**src/rtl/sdepq_pkg.sv**
```systemverilog
// Package for the sorted double-ended priority queue.
// Holds command and status codes, the cell control struct and data constants.
// No dependencies.
`default_nettype none

package sdepq_pkg;

    localparam int DATA_W = 32;
    localparam int OCC_W  = 5;

    localparam logic [1:0] CMD_INSERT     = 2'd0;
    localparam logic [1:0] CMD_REMOVE_MIN = 2'd1;
    localparam logic [1:0] CMD_REMOVE_MAX = 2'd2;

    localparam logic [1:0] ST_OK    = 2'd0;
    localparam logic [1:0] ST_EMPTY = 2'd1;
    localparam logic [1:0] ST_FULL  = 2'd2;

    localparam logic signed [DATA_W-1:0] INT_MIN = {1'b1, {(DATA_W-1){1'b0}}};

    typedef logic signed [DATA_W-1:0] t_data;

    // Broadcast to every cell of the chain
    typedef struct packed {
        logic ins;  // insert the new value at its sorted place
        logic shl;  // shift every entry one cell toward the head
    } t_cell_ctl;

endpackage

`default_nettype wire

```
**src/rtl/sorted_double_ended_priority_queue_top.sv**
```systemverilog
// Sorted double-ended priority queue: a chain of sdepq_cell entries plus count and output logic.
// Depends on sdepq_pkg and sdepq_cell.
// Results are registered: each accepted transaction's result is registered in the cycle after it is accepted.
// Throughput: one transaction per cycle while the output is not stalled; all cells compare and shift in parallel.
// Reset: synchronous active-low i_rst_n clears the entry count and the output valid;
// cell contents are not reset and are never read before being written.
`default_nettype none

module sorted_double_ended_priority_queue_top #(
    parameter int CAPACITY = 16
) (
    input  wire         i_clk,
    input  wire         i_rst_n,
    input  wire         i_s_axis_tvalid,
    output logic        o_s_axis_tready,
    input  wire  [31:0] i_s_axis_tdata,   // [31:0] value
    input  wire  [1:0]  i_s_axis_tuser,   // [1:0] cmd
    output logic        o_m_axis_tvalid,
    input  wire         i_m_axis_tready,
    output logic [39:0] o_m_axis_tdata,   // [31:0] result_value, [36:32] occupancy, rest zero
    output logic [1:0]  o_m_axis_tuser    // [1:0] status
);
    import sdepq_pkg::*;

    localparam int CW = $clog2(CAPACITY + 1);
    localparam int IW = $clog2(CAPACITY);

    logic [CW-1:0] r_count;
    logic [CW-1:0] n_count;
    logic          r_ovalid;
    t_data         r_res;
    t_data         n_res;
    logic [1:0]    r_status;
    logic [1:0]    n_status;
    logic [OCC_W-1:0] r_occ;

    logic          w_accept;
    logic [1:0]    w_cmd;
    t_data         w_val;
    logic          w_full;
    logic          w_empty;
    t_cell_ctl     w_ctl;
    logic [IW-1:0] w_last_idx;

    t_data w_cell_val [CAPACITY];
    logic  w_place    [CAPACITY];
    logic  w_valid    [CAPACITY];

    assign o_s_axis_tready = !r_ovalid || i_m_axis_tready;
    assign w_accept = i_s_axis_tvalid && o_s_axis_tready;
    assign w_cmd    = i_s_axis_tuser;
    assign w_val    = $signed(i_s_axis_tdata);
    assign w_full   = (r_count == CW'(CAPACITY));
    assign w_empty  = (r_count == '0);
    assign w_last_idx = IW'(r_count - CW'(1));

    assign w_ctl.ins = w_accept && (w_cmd == CMD_INSERT) && !w_full;
    assign w_ctl.shl = w_accept && (w_cmd == CMD_REMOVE_MIN) && !w_empty;

    genvar g;
    generate
        for (g = 0; g < CAPACITY; g++) begin : g_cell
            t_data w_left;
            logic  w_left_place;
            t_data w_right;

            assign w_valid[g] = (CW'(g) < r_count);

            if (g == 0) begin : g_head
                assign w_left       = '0;
                assign w_left_place = 1'b0;
            end else begin : g_body
                assign w_left       = w_cell_val[g-1];
                assign w_left_place = w_place[g-1];
            end

            if (g == CAPACITY - 1) begin : g_tail
                assign w_right = w_cell_val[g];
            end else begin : g_mid
                assign w_right = w_cell_val[g+1];
            end

            sdepq_cell u_cell (
                .i_clk         (i_clk),
                .i_ctl         (w_ctl),
                .i_new_value   (w_val),
                .i_valid       (w_valid[g]),
                .i_left_value  (w_left),
                .i_left_place  (w_left_place),
                .i_right_value (w_right),
                .o_value       (w_cell_val[g]),
                .o_place       (w_place[g])
            );
        end
    endgenerate

    always_comb begin
        n_count  = r_count;
        n_res    = '0;
        n_status = ST_OK;
        case (w_cmd)
            CMD_INSERT: begin
                if (w_full) begin
                    n_res    = INT_MIN;
                    n_status = ST_FULL;
                end else begin
                    n_res   = w_val;
                    n_count = r_count + CW'(1);
                end
            end
            CMD_REMOVE_MIN: begin
                if (w_empty) begin
                    n_res    = INT_MIN;
                    n_status = ST_EMPTY;
                end else begin
                    n_res   = w_cell_val[0];
                    n_count = r_count - CW'(1);
                end
            end
            CMD_REMOVE_MAX: begin
                if (w_empty) begin
                    n_res    = INT_MIN;
                    n_status = ST_EMPTY;
                end else begin
                    n_res   = w_cell_val[w_last_idx];
                    n_count = r_count - CW'(1);
                end
            end
            default: begin
                n_res    = '0;
                n_status = ST_OK;
            end
        endcase
    end

    always_ff @(posedge i_clk) begin
        if (!i_rst_n) begin
            r_count  <= '0;
            r_ovalid <= 1'b0;
        end else begin
            if (w_accept) begin
                r_count  <= n_count;
                r_ovalid <= 1'b1;
            end else if (i_m_axis_tready) begin
                r_ovalid <= 1'b0;
            end
        end
    end

    always_ff @(posedge i_clk) begin
        if (w_accept) begin
            r_res    <= n_res;
            r_status <= n_status;
            r_occ    <= OCC_W'(n_count);
        end
    end

    assign o_m_axis_tvalid = r_ovalid;
    assign o_m_axis_tdata  = {3'b000, r_occ, r_res};
    assign o_m_axis_tuser  = r_status;

`ifndef SYNTHESIS
    a_count_bound: assert property (@(posedge i_clk) disable iff (!i_rst_n)
        r_count <= CW'(CAPACITY))
        else $error("entry count above capacity");

    a_insert_grows: assert property (@(posedge i_clk) disable iff (!i_rst_n)
        w_ctl.ins |=> r_count == $past(r_count) + CW'(1))
        else $error("insert did not grow the count");

    a_head_sorted: assert property (@(posedge i_clk) disable iff (!i_rst_n)
        r_count >= CW'(2) |-> w_cell_val[0] <= w_cell_val[1])
        else $error("head cells out of order");

    a_empty_occ: assert property (@(posedge i_clk) disable iff (!i_rst_n)
        (r_ovalid && r_status == ST_EMPTY) |-> (r_occ == '0 && r_res == INT_MIN))
        else $error("empty result inconsistent");
`endif

endmodule

`default_nettype wire

```
**src/rtl/sdepq_cell.sv**
```systemverilog
// One storage cell of the sorted chain.
// Depends on sdepq_pkg; neighbors exchange value and placement flag.
`default_nettype none

module sdepq_cell (
    input  wire                    i_clk,
    input  sdepq_pkg::t_cell_ctl   i_ctl,
    input  sdepq_pkg::t_data       i_new_value,
    input  wire                    i_valid,
    input  sdepq_pkg::t_data       i_left_value,
    input  wire                    i_left_place,
    input  sdepq_pkg::t_data       i_right_value,
    output sdepq_pkg::t_data       o_value,
    output logic                   o_place
);
    import sdepq_pkg::*;

    t_data r_value;
    t_data n_value;

    // Empty cells count as greater-or-equal so the value lands at the tail
    assign o_place = !i_valid || (r_value >= i_new_value);
    assign o_value = r_value;

    always_comb begin
        n_value = r_value;
        if (i_ctl.ins && o_place) begin
            n_value = i_left_place ? i_left_value : i_new_value;
        end else if (i_ctl.shl) begin
            n_value = i_right_value;
        end
    end

    always_ff @(posedge i_clk) begin
        r_value <= n_value;
    end

endmodule

`default_nettype wire
```
**config.mk**
```make
export PLATFORM = sky130hd
export DESIGN_NAME = sorted_double_ended_priority_queue_top
export DESIGN_NICKNAME = d
export VERILOG_FILES = /design/src/rtl/sdepq_pkg.sv /design/src/rtl/sorted_double_ended_priority_queue_top.sv /design/src/rtl/sdepq_cell.sv
export SDC_FILE = /design/constraint.sdc
export NUM_CORES = 2
export LEC_CHECK = 0
export ABC_CLOCK_PERIOD_IN_PS = 3550
export BUFFER_PORTS_ARGS = -buffer_cell sky130_fd_sc_hd__buf_2
export CORE_ASPECT_RATIO = 0.5
export CORE_MARGIN = 4
export CORE_UTILIZATION = 50
export CTS_BUF_LIST = sky130_fd_sc_hd__clkbuf_8
export CTS_CLUSTER_SIZE = 30
export DETAILED_ROUTE_END_ITERATION = 6
export GPL_ROUTABILITY_DRIVEN = 0
export PLACE_DENSITY = 0.79
export SLEW_MARGIN = 20
export SYNTH_ARGS = -nofsm -noshare
export SYNTH_HDL_FRONTEND = slang
export SYNTH_HIERARCHICAL = 1
export SYNTH_SLANG_ARGS = --single-unit
```
**constraint.sdc**
```tcl
create_clock -name i_clk -period 3.55 [get_ports i_clk]
set_clock_uncertainty 0.15 [all_clocks]
set_input_delay 0.5325 -clock i_clk [delete_from_list [all_inputs] [get_ports i_clk]]
set_output_delay 0.5325 -clock i_clk [all_outputs]
set_load 0.02 [all_outputs]
```
==> run metrics <==
switching part of the total power=35.2%; kind of critical path=flip-flop to flip-flop; top achievable clock speed=287 MHz; Cell Rows=79; Psw=7070 uW; die width=445 um; GRT overflow=0; Clock transition at path regs=0.07 ns; Int Pwr=13000 uW; Static Leak=0.0236 uW; worst-path fanout max=30; clock sinks=557; Vias per Instance=6.24; share of cells above drive strength 1=18.7%; Flop pwr share=41.3%; DRT iter0 DRCs=5834; PD cells=367 nW/um^2; slew margin rel.=36.4%; Die Y=226 um; drt wl/cell=22.0 um; Clk pwr share=26.0%; max cap viols=0; Area growth, synth to finish=15.1%; routed vias=40500; Final ANT Viol Nets=0; worst-path cell chain=ha_1 > a21oi_1 > o21ai_0 > a221oi_1 > buf_4 > o221ai_1 > buf_4 > a21oi_1 > xnor2_1 > nand2_2 > buf_12 > nand2_1 > o21ai_0 > mux2_1; FF+latch area=16700 sq um; final wirelength=142000 um; vias in the first global route=39500; Worst Setup Start Kind=flip-flop; hold crit path type=input port to flip-flop; I/O Pins=82; Combinational Power Share=32.7%; largest net degree at the start of global routing=64; CP arrival=3.80 ns; Tot GR Track Use=27.5%; I/O Buffers=78; Post-DP Area=53100 sq um; drc violations=0; Final HPWL DP=112000 um; CTS tree=built; Slowest-stage cell, CP=edfxtp_1; Syn. warnings=6; nets=5716; fin crit share=98.3%; status=complete, no violations; clock latency on the worst-skew pair=0.74 ns; mean area per synthesized cell=10.1 sq um; First-pass DRT Iterations=6; Mapped Area=47700 sq um; die area=101000 sq um; fillcell total=7121; H-tree depth=3; Max rail drop VDD=0.277 mV; Clock Path Buffers=3; Root Buffer=clkbuf_8; worst slew pin tran=0.954 ns; Crit. End Element=flip-flop; data required time of the worst path=3.86 ns; cts bufs inserted=91; area of the multi-input gates=27700 sq um; final hold violation count=0; crit path time final=3.49 ns; final max-slew violation count=0; initial core utilization=50.8%; Post-Syn Instances=4728; CORE AREA=93800 sq um; Finish-stage setup viols=0; first-pass GRT wire length=219000 um; initial antenna violation count=7; final design utilization=58.5%; Largest stage delay, worst path=0.40 ns; final instance area=54900 sq um; RSZ-0062 raised after global routing=false
path summary, 6_finish.rpt:
path         depth (start not counted)  slack, ns                           from                            end
min reg2reg                          1       0.48  g_cell[12].u_cell/o_value[25]  g_cell[11].u_cell/o_value[25]
max                                 14       0.06    g_cell[5].u_cell/o_value[7]   g_cell[6].u_cell/o_value[14]
min                                  5       0.35              i_s_axis_tdata[6]                       r_res[6]
max reg2reg                         14       0.06    g_cell[5].u_cell/o_value[7]   g_cell[6].u_cell/o_value[14]
worst max-delay path, delay by kind of cell, from the launching register on:
kind	cells	cell delay [ns]
compound gates	6	1.05
xor+xnor	1	0.16
fa+ha+maj	1	0.31
buf+inv	3	0.55
flops	1	0.40
mux	1	0.37
simple gates	2	0.25
power groups by stage:
stage	sequential (uW)	combinational, uW	clock, uW
after CTS	8270	6350	5260
after floorplan	8270	4030	0
after global routing	8330	7070	5580
after detailed placement	8400	6300	0
after global placement	8370	5980	0
final	8300	6580	5240
stage by stage:
stage	worst slack, ns	cells	setup TNS, ns	total power [uW]	hold WS (ns)
after floorplan	-0.0469	4763	-4.51	12300	0.419
after global placement	-0.316	6311	-182.22	14400	0.359
after detailed placement	-0.502	6311	-257.21	14700	0.400
after CTS	0.0281	6477	0	19900	0.294
after global routing	0.00426	6483	0	21000	0.335
final	0.0606	6485	0	20100	0.347
flip-flops by register name, summed over array words and instances (netlist names):
name	cells
r_occ	5
r_count	5
o_m_axis_tvalid	1
o_m_axis_tuser	2
r_res	32
g_cell.u_cell/o_value	512
final cells by class:
cell class / instances / area share (%)
Antenna cell: 2 / 0.00912
Timing Repair Buffer: 536 / 9.32
Tap cell: 1255 / 2.86
Clock buffer: 95 / 2.38
Sequential cell: 557 / 30.4
Multi-Input combinational cell: 3366 / 50.4
Inverter: 606 / 4.15
Clock inverter: 68 / 0.490
what timing repair did:
| action | 4_1_cts | 5_1_grt |
|---|---|---|
| setup endpoints to repair | 0 | 221 |
| hold endpoints to repair | 6 | 0 |
| hold buffers | 3 | 0 |
| buffers inserted | 0 | 6 |
| gates resized for setup | 0 | 23 |
layout by cell type, fill, tap and decap left out, types with 21 or more instances in the layout:
cell type	n
mux2_2	66
buf_4	352
nand3_1	116
nand2_1	676
a21oi_1	242
buf_12	102
nand4_1	82
inv_1	629
clkinv_1	21
clkbuf_8	95
mux2_1	464
o221ai_2	35
conb_1	36
buf_2	78
edfxtp_1	551
o21ai_0	556
a21o_1	36
nor2_1	55
mux4_2	128
a211oi_1	51
ha_1	519
mux2i_1	63
metal layers:
layer / wire length [um] / up-vias / global-route usage, %
li1: - / 18100 / -
met1: 55900 / 19300 / 38.0
met2: 62200 / 2715 / 43.0
met3: 20000 / 337 / 6.71
met4: 4330 / 8 / 8.49
met5: 45 / - / 0
Power figures use the tool's default switching activity.
